## config.mk

```make
export PLATFORM = sky130hd
export DESIGN_NAME = resample_11_to_10_decimate_unit
export DESIGN_NICKNAME = d
export VERILOG_FILES = /design/src/sv/rs1110_pkg.sv /design/src/sv/rs1110_lane.sv /design/src/sv/resample_11_to_10_decimate_unit.sv
export SDC_FILE = /design/constraint.sdc
export NUM_CORES = 1
export LEC_CHECK = 0
export BUFFER_PORTS_ARGS = -buffer_cell sky130_fd_sc_hd__buf_4
export CORE_AREA = 3 3 223 334
export DETAILED_ROUTE_END_ITERATION = 8
export DIE_AREA = 0 0 226 337
export GPL_TIMING_DRIVEN = 0
export PLACE_DENSITY_LB_ADDON = 0.25
export SKIP_CTS_REPAIR_TIMING = 1
export SYNTH_ARGS = -nofsm -noshare
export SYNTH_HDL_FRONTEND = slang
export SYNTH_SLANG_ARGS = --single-unit
export TNS_END_PERCENT = 5
```

## constraint.sdc

```tcl
create_clock -name clk_i -period 8.1 [get_ports clk_i]
set_clock_uncertainty 0.2 [all_clocks]
set_input_delay 0.405 -clock clk_i [delete_from_list [all_inputs] [get_ports clk_i]]
set_output_delay 0.405 -clock clk_i [all_outputs]
set_load 0.05 [all_outputs]
```

## src/sv/rs1110_pkg.sv

```systemverilog
`timescale 1ns / 1ps

package rs1110_pkg;

  // Default sample width of one complex component.
  localparam int unsigned SAMPLE_BITS_DEF = 16;

  // Resampling period and interpolation divisor.
  localparam int unsigned PERIOD_IN  = 11;
  localparam int unsigned INTERP_DIV = 10;

  localparam int unsigned PHASE_BITS  = 4;
  localparam int unsigned FACTOR_BITS = 9;
  localparam int unsigned COUNT_BITS  = 8;
  localparam int unsigned CFG_IDX_BITS = 1;

  localparam logic [PHASE_BITS-1:0] PHASE_COPY = PHASE_BITS'(0);
  localparam logic [PHASE_BITS-1:0] PHASE_HOLD = PHASE_BITS'(1);
  localparam logic [PHASE_BITS-1:0] PHASE_LAST = PHASE_BITS'(PERIOD_IN - 1);

  localparam logic [FACTOR_BITS-1:0] FACTOR_MIN = FACTOR_BITS'(1);
  localparam logic [FACTOR_BITS-1:0] FACTOR_MAX = FACTOR_BITS'(256);

  // Configuration register indexes.
  localparam logic [CFG_IDX_BITS-1:0] CFG_RESAMPLE_EN  = CFG_IDX_BITS'(0);
  localparam logic [CFG_IDX_BITS-1:0] CFG_DECIM_FACTOR = CFG_IDX_BITS'(1);

  // Register load strobes for one datapath lane.
  typedef struct packed {
    logic ld_s1;
    logic ld_s2;
    logic ld_out;
  } lane_ctrl_t;

endpackage

```

## src/sv/rs1110_lane.sv

```systemverilog
`timescale 1ns / 1ps

// One component lane: weighted sum of two samples, then exact division by
// ten rounded toward zero, through two pipeline registers and a result register.
module rs1110_lane #(
  parameter int unsigned SAMPLE_BITS = rs1110_pkg::SAMPLE_BITS_DEF
) (
  input  logic                                clk_i,
  input  rs1110_pkg::lane_ctrl_t              ctrl_i,
  input  logic signed [SAMPLE_BITS-1:0]       a_i,
  input  logic signed [SAMPLE_BITS-1:0]       b_i,
  input  logic [rs1110_pkg::PHASE_BITS-1:0]   k_i,
  output logic signed [SAMPLE_BITS-1:0]       res_o
);

  // |sum| <= 10 * 2^(SAMPLE_BITS-1) < 2^(SAMPLE_BITS+3).
  localparam int unsigned SUM_BITS  = SAMPLE_BITS + 4;
  localparam int unsigned MAG_BITS  = SAMPLE_BITS + 3;
  localparam int unsigned SHIFT     = MAG_BITS + 4;
  localparam int unsigned RCP_BITS  = MAG_BITS + 1;
  localparam int unsigned PROD_BITS = MAG_BITS + RCP_BITS;
  // Rounded-up reciprocal of ten; exact for every magnitude below 2^MAG_BITS.
  localparam logic [RCP_BITS-1:0] RECIP = RCP_BITS'(((64'd1 << SHIFT)
      + 64'(rs1110_pkg::INTERP_DIV) - 64'd1) / 64'(rs1110_pkg::INTERP_DIV));

  logic signed [SAMPLE_BITS-1:0]      a_q, b_q;
  logic [rs1110_pkg::PHASE_BITS-1:0]  k_q;
  logic [rs1110_pkg::PHASE_BITS-1:0]  w;
  logic signed [SUM_BITS-1:0]         a_ext, b_ext, k_ext, w_ext, sum;
  logic [SUM_BITS-1:0]                sum_abs;
  logic                               neg_d, neg_q;
  logic [MAG_BITS-1:0]                mag_d, mag_q;
  logic [PROD_BITS-1:0]               prod;
  logic [SAMPLE_BITS-1:0]             qmag;
  logic signed [SAMPLE_BITS-1:0]      res_d, res_q;

  always_ff @(posedge clk_i) begin
    if (ctrl_i.ld_s1) begin
      a_q <= a_i;
      b_q <= b_i;
      k_q <= k_i;
    end
  end

  always_comb begin
    w       = rs1110_pkg::PHASE_BITS'(rs1110_pkg::INTERP_DIV) - k_q;
    a_ext   = SUM_BITS'(a_q);
    b_ext   = SUM_BITS'(b_q);
    k_ext   = $signed(SUM_BITS'(k_q));
    w_ext   = $signed(SUM_BITS'(w));
    sum     = a_ext * w_ext + b_ext * k_ext;
    neg_d   = sum[SUM_BITS-1];
    sum_abs = neg_d ? SUM_BITS'(-sum) : SUM_BITS'(sum);
    mag_d   = sum_abs[MAG_BITS-1:0];
  end

  always_ff @(posedge clk_i) begin
    if (ctrl_i.ld_s2) begin
      neg_q <= neg_d;
      mag_q <= mag_d;
    end
  end

  always_comb begin
    prod  = PROD_BITS'(mag_q) * PROD_BITS'(RECIP);
    qmag  = prod[SHIFT +: SAMPLE_BITS];
    res_d = neg_q ? $signed(-qmag) : $signed(qmag);
  end

  always_ff @(posedge clk_i) begin
    if (ctrl_i.ld_out) begin
      res_q <= res_d;
    end
  end

  assign res_o = res_q;

endmodule

```

## src/sv/resample_11_to_10_decimate_unit.sv

```systemverilog
`timescale 1ns / 1ps
// A kept sample goes through the stage-one, stage-two and output registers before it is offered.
// Throughput: one input transfer per cycle, limited only by output stall back-pressure.
// The weighted sum and the divide-by-ten multiplier each have a pipeline register of their own.
// Reset (rst_ni, asynchronous, active low) clears the pipeline valid flags, the period phase,
// the previous sample, the decimation count, and sets resampling off with a factor of one.
module resample_11_to_10_decimate_unit #(
  parameter int unsigned SAMPLE_BITS = rs1110_pkg::SAMPLE_BITS_DEF
) (
  input  logic                                  clk_i,
  input  logic                                  rst_ni,
  input  logic                                  in_valid_i,
  output logic                                  in_stall_o,
  input  logic signed [SAMPLE_BITS-1:0]         sample_re_i,
  input  logic signed [SAMPLE_BITS-1:0]         sample_im_i,
  output logic                                  out_valid_o,
  input  logic                                  out_stall_i,
  output logic signed [SAMPLE_BITS-1:0]         out_re_o,
  output logic signed [SAMPLE_BITS-1:0]         out_im_o,
  input  logic                                  cfg_we_i,
  input  logic [rs1110_pkg::CFG_IDX_BITS-1:0]   cfg_idx_i,
  input  logic [rs1110_pkg::FACTOR_BITS-1:0]    cfg_data_i
);

  // Configuration registers.
  logic                                 resample_en_q;
  logic [rs1110_pkg::FACTOR_BITS-1:0]   factor_q;

  // Period and decimation state.
  logic [rs1110_pkg::PHASE_BITS-1:0]    phase_q, phase_d;
  logic signed [SAMPLE_BITS-1:0]        prev_re_q, prev_im_q;
  logic [rs1110_pkg::COUNT_BITS-1:0]    count_q, count_d;

  // Pipeline valid flags: stage one, stage two, output register.
  logic v1_q, v2_q, vo_q;
  logic rdy_o, rdy2, rdy1, accept, have, keep;

  logic [rs1110_pkg::FACTOR_BITS-1:0]   factor;
  logic [rs1110_pkg::FACTOR_BITS-1:0]   count_inc;

  // Operands handed to the lanes: output is ((10-k)*a + k*b)/10.
  logic signed [SAMPLE_BITS-1:0]        a_re, a_im, b_re, b_im;
  logic [rs1110_pkg::PHASE_BITS-1:0]    k;

  rs1110_pkg::lane_ctrl_t               ctrl;

  // Configuration writes; the user must write only while idle, as the block does not check.
  always_ff @(posedge clk_i or negedge rst_ni) begin
    if (!rst_ni) begin
      resample_en_q <= 1'b0;
      factor_q      <= rs1110_pkg::FACTOR_MIN;
    end else if (cfg_we_i) begin
      case (cfg_idx_i)
        rs1110_pkg::CFG_RESAMPLE_EN:  resample_en_q <= cfg_data_i[0];
        rs1110_pkg::CFG_DECIM_FACTOR: factor_q      <= cfg_data_i;
        default: ;
      endcase
    end
  end

  // Each stage advances when the stage after it is empty or moving on, so the
  // pipeline keeps taking transfers while the output waits, until it is full.
  assign rdy_o      = !vo_q || !out_stall_i;
  assign rdy2       = !v2_q || rdy_o;
  assign rdy1       = !v1_q || rdy2;
  assign accept     = in_valid_i && rdy1;
  assign in_stall_o = !rdy1;

  // Candidate selection. With resampling on, phase zero copies its sample
  // (k of zero gives 10*x/10), phase one only stores its sample, and later
  // phases blend the stored sample with the current one. With resampling off
  // every sample passes through unchanged and the period state is frozen.
  always_comb begin
    have    = 1'b1;
    a_re    = sample_re_i;
    a_im    = sample_im_i;
    b_re    = sample_re_i;
    b_im    = sample_im_i;
    k       = '0;
    phase_d = phase_q;
    if (resample_en_q) begin
      phase_d = (phase_q == rs1110_pkg::PHASE_LAST) ? '0 : phase_q + 1'b1;
      if (phase_q == rs1110_pkg::PHASE_HOLD) begin
        have = 1'b0;
      end else if (phase_q != rs1110_pkg::PHASE_COPY) begin
        a_re = prev_re_q;
        a_im = prev_im_q;
        k    = phase_q - 1'b1;
      end
    end
  end

  // Decimation: the first candidate is kept, then one in every factor. A zero
  // factor acts as one and anything above the maximum acts as the maximum.
  always_comb begin
    if (factor_q == '0) begin
      factor = rs1110_pkg::FACTOR_MIN;
    end else if (factor_q > rs1110_pkg::FACTOR_MAX) begin
      factor = rs1110_pkg::FACTOR_MAX;
    end else begin
      factor = factor_q;
    end
    count_inc = rs1110_pkg::FACTOR_BITS'(count_q) + 1'b1;
    count_d   = (count_inc >= factor) ? '0 : count_inc[rs1110_pkg::COUNT_BITS-1:0];
    keep      = have && (count_q == '0);
  end

  always_ff @(posedge clk_i or negedge rst_ni) begin
    if (!rst_ni) begin
      phase_q   <= '0;
      prev_re_q <= '0;
      prev_im_q <= '0;
      count_q   <= '0;
    end else if (accept) begin
      phase_q <= phase_d;
      if (resample_en_q) begin
        prev_re_q <= sample_re_i;
        prev_im_q <= sample_im_i;
      end
      if (have) begin
        count_q <= count_d;
      end
    end
  end

  // Dropped candidates enter the pipeline as bubbles.
  always_ff @(posedge clk_i or negedge rst_ni) begin
    if (!rst_ni) begin
      v1_q <= 1'b0;
      v2_q <= 1'b0;
      vo_q <= 1'b0;
    end else begin
      if (rdy1) begin
        v1_q <= accept && keep;
      end
      if (rdy2) begin
        v2_q <= v1_q;
      end
      if (rdy_o) begin
        vo_q <= v2_q;
      end
    end
  end

  assign ctrl.ld_s1  = accept && keep;
  assign ctrl.ld_s2  = v1_q && rdy2;
  assign ctrl.ld_out = v2_q && rdy_o;

  rs1110_lane #(
    .SAMPLE_BITS(SAMPLE_BITS)
  ) u_lane_re (
    .clk_i (clk_i),
    .ctrl_i(ctrl),
    .a_i   (a_re),
    .b_i   (b_re),
    .k_i   (k),
    .res_o (out_re_o)
  );

  rs1110_lane #(
    .SAMPLE_BITS(SAMPLE_BITS)
  ) u_lane_im (
    .clk_i (clk_i),
    .ctrl_i(ctrl),
    .a_i   (a_im),
    .b_i   (b_im),
    .k_i   (k),
    .res_o (out_im_o)
  );

  assign out_valid_o = vo_q;

endmodule
```

==> metrics.csv <==
stage,metric,value,unit
floorplan,floorplan die width,226,microns
placed_design,gpl congestion,0.8870,
synthesis,"area leader, netlist",fa_1,
cells_and_area,Filler cells,6912,
floorplan,io pins,81,
synthesis,Synth Net Count,3790,
global_route,grt ovf,0,
setup_path,CP Capture Type,flop,
setup_path,crit path from,u_lane_im.k_q[0],
synthesis,mapped cell area,0.02867,sq mm
timing,Final Max Tran Viols,0,
synthesis,ys flop type,edfxtp_1,
setup_path,RR Endpoint,u_lane_im.mag_q[18],
cells_and_area,nets@finish,3940,
floorplan,die height,337,microns
floorplan,Core Footprint,0.07162,sq mm
timing,Setup TNS,0,ns
detailed_routing,drt pass-1 iters,5,
detailed_routing,via count,19370,
cells_and_area,Finished Layout Cells,4014,
setup_path,WP depth,23,
synthesis,sequential-to-total area share from yosys stat,0.1964,
detailed_routing,Residual DRC,0,
worst_hold_path,HP Class,in2reg,
setup_path,CP dominant cell by count,fa_1,
detailed_routing,initial DRC count,674,
clock_network,# clock sinks,197,
timing,final cycle utilization of the critical path,0.9750,
synthesis,top post-synthesis cells by area,"fa_1 (27%), ha_1 (18%), edfxtp_1 (15%), inv_1 (9.3%), dfrtp_1 (4.9%)",
clock_network,Num CTS Buffers,17,
setup_path,cell family with most CP delay,adder cells,
synthesis,most common cell in the synthesized netlist,inv_1,
setup_path,Worst EP required,8.16,ns
setup_path,Crit Path Class,reg2reg,
setup_path,reg2reg start,u_lane_im.k_q[0],
global_route,GRT Total Usage,0.1782,
setup_path,Worst R2R Path Depth,23,
detailed_routing,Via density,4.826,
detailed_routing,Antenna Violating Nets Remaining,0,
timing,worst-margin pin slew,0.8393,ns
setup_path,R2R Setup Slk,0.20,ns
setup_path,crit path launch type,flop,
timing,Rel. slew slack,0.4390,
placed_design,dpl cells,3935,
synthesis,Mapped Cells,2936,
flow_run,Max Cap Viol,0,
global_route,first-pass GRT wire length,106500,microns
setup_path,critical-path cell list,buf_2 > a21oi_2 > xor2_2 > buf_4 > clkbuf_4 > nand2_1 > fa_1 > fa_1 > fa_1 > fa_1 > inv_1 > fa_1 > ha_1 > nor2b_4 > o31a_1 > o21ba_1 > or3_1 > a2111o_1 > nor3b_2 > or4b_4 > nor3b_2 > a31oi_1 > xnor2_1,
timing,"Setup violations, final",0,
detailed_routing,final WL,64590,microns
clock_network,CTS tree,yes,
global_route,pin count of the biggest net entering global routing,58,
setup_path,Critical Path Fanout Max,10,
synthesis,library cells used by synthesis,76,
synthesis,Synth Register Bits,197,
clock_network,Max Root-Sink Buffers,2,
synthesis,Post-synth EDFFs,140,
placed_design,Detailed Place HPWL,57440,microns
clock_network,clk slew on worst S/H paths,0.09,ns
global_route,initial antenna violation count,0,
synthesis,top cell type's share of synthesized area,0.2723,
global_route,vias in the first global route,20850,
timing,minimum hold slack,0.06785,ns
synthesis,Synth top cells by count,"inv_1 (714), ha_1 (417), fa_1 (390)",
cells_and_area,Area growth syn-to-layout,10.53,%
timing,Max Freq,126.6,MHz
setup_path,worst stage delay on the critical path,0.55,ns
setup_path,Critical Path AT,7.96,ns
setup_path,"Slowest-stage cell, CP",fa_1,
clock_network,H-Tree Depth,4,
floorplan,Initial Utilization,0.4004,
timing,fin crit period,7.898,ns
clock_network,clk_lat worst skew,0.50,ns
synthesis,syn avg cell area,9.766,sq um
placed_design,Port Buf Inserts,80,
synthesis,async set-reset flop share out of synthesis,0.2893,
setup_path,Buf/Inv on CP,4,
detailed_routing,drt wl/cell,16.09,microns
floorplan,Die ar.,0.07616,sq mm
run_status,status,"complete, no violations",
cells_and_area,antenna cell count,0,
cells_and_area,share of layout cells above drive strength 1,0.06841,
timing,final hold viol count,0,
floorplan,number of cell rows,120,
synthesis,yosys warns,0,
clock_network,CTS Root Cell,clkbuf_16,
setup_path,capture point of the worst path,u_lane_im.mag_q[18],
==> state kept, by name (all words and copies together) (netlist names) <==
register         flops
count_q              8
factor_q             9
out_valid_o          1
phase_q              4
prev_im_q           16
prev_re_q           16
resample_en_q        1
u_lane_im.a_q       16
u_lane_im.b_q       16
u_lane_im.k_q        4
u_lane_im.mag_q     19
u_lane_im.neg_q      1
u_lane_im.res_o     16
u_lane_re.a_q       16
u_lane_re.b_q       16
u_lane_re.mag_q     19
u_lane_re.neg_q      1
u_lane_re.res_o     16
v1_q                 1
v2_q                 1
==> cell usage in the layout (no fill, tap or decap), types with 7 or more instances in the layout <==
master,count
nor3_1,26
a21o_1,32
nand3_1,27
buf_4,84
nand2_1,273
nand2b_1,42
nor2b_1,13
o21ai_0,71
and2_1,141
a21oi_1,76
clkbuf_16,17
clkbuf_1,35
or3_1,8
o21a_1,14
inv_1,714
dlygate4sd3_1,43
nand4_1,16
a31oi_1,12
xor2_1,48
o31ai_1,10
clkinv_8,7
and3_1,15
o211ai_1,9
a211oi_1,13
ha_1,416
mux2_2,44
fa_1,390
dfrtp_1,56
nor2_1,73
xnor2_1,94
edfxtp_1,140
==> routing by layer <==
metal	global-route usage	wire, microns
met1	0.1945	25010
met2	0.3486	36190
met3	0.01942	1202
met4	0.06793	2191
met5	0	0
==> area by class of cell <==
class / count / area (sq um) / share of cell area
plain buffers: 45 / 186.4 / 0.005882
clock buffers: 17 / 425.4 / 0.01342
clock inverters: 15 / 200.2 / 0.006317
inverters: 715 / 2684 / 0.08468
multi-input cells: 1979 / 20260 / 0.6394
flip-flops and latches: 197 / 5632 / 0.1777
well taps: 915 / 1145 / 0.03612
repair buffers: 131 / 1156 / 0.03648
==> logic make-up after synthesis <==
group                      Yosys count  synth area share
muxes                               44           0.01728
DFF                                197            0.1964
xor gates and xnor gates           148           0.04569
and+or+nand+nor                    674            0.1171
adders and majority gates          807            0.4542
AOI/OAI and AO/OA                  306           0.06982
buffers and inverters              760           0.09949
==> worst min-delay path by stage <==
stage	start	to	cells after the start
after global routing	cfg_idx_i	resample_en_q	3
after floorplan	rst_ni	count_q[0]	0
after global placement	prev_re_q[14]	prev_re_q[14]	2
after detailed placement	prev_im_q[3]	prev_im_q[3]	2
final	cfg_idx_i	resample_en_q	3
after CTS	rst_ni	prev_im_q[6]	1
==> through the flow <==
step                setup slack [ns]  instance area, sq um  utilization
finish                        0.2025                 31690       0.4425
floorplan                     0.8810                 28670            -
CTS                           -1.276                 31160       0.4351
global placement              -1.241                 30420       0.4247
global route                -0.05963                 31690       0.4425
detailed placement            -1.207                 30530       0.4263
==> worst min-delay path, delay by kind of cell <==
family	cells	cell delay, ns
AND/OR/NAND/NOR	1	0.04
multiplexers	1	0.20
buffers and inverters	1	0.08
Power is not shown: default switching activity piles up to over one toggle a cycle in this logic, so the estimate is an artifact.
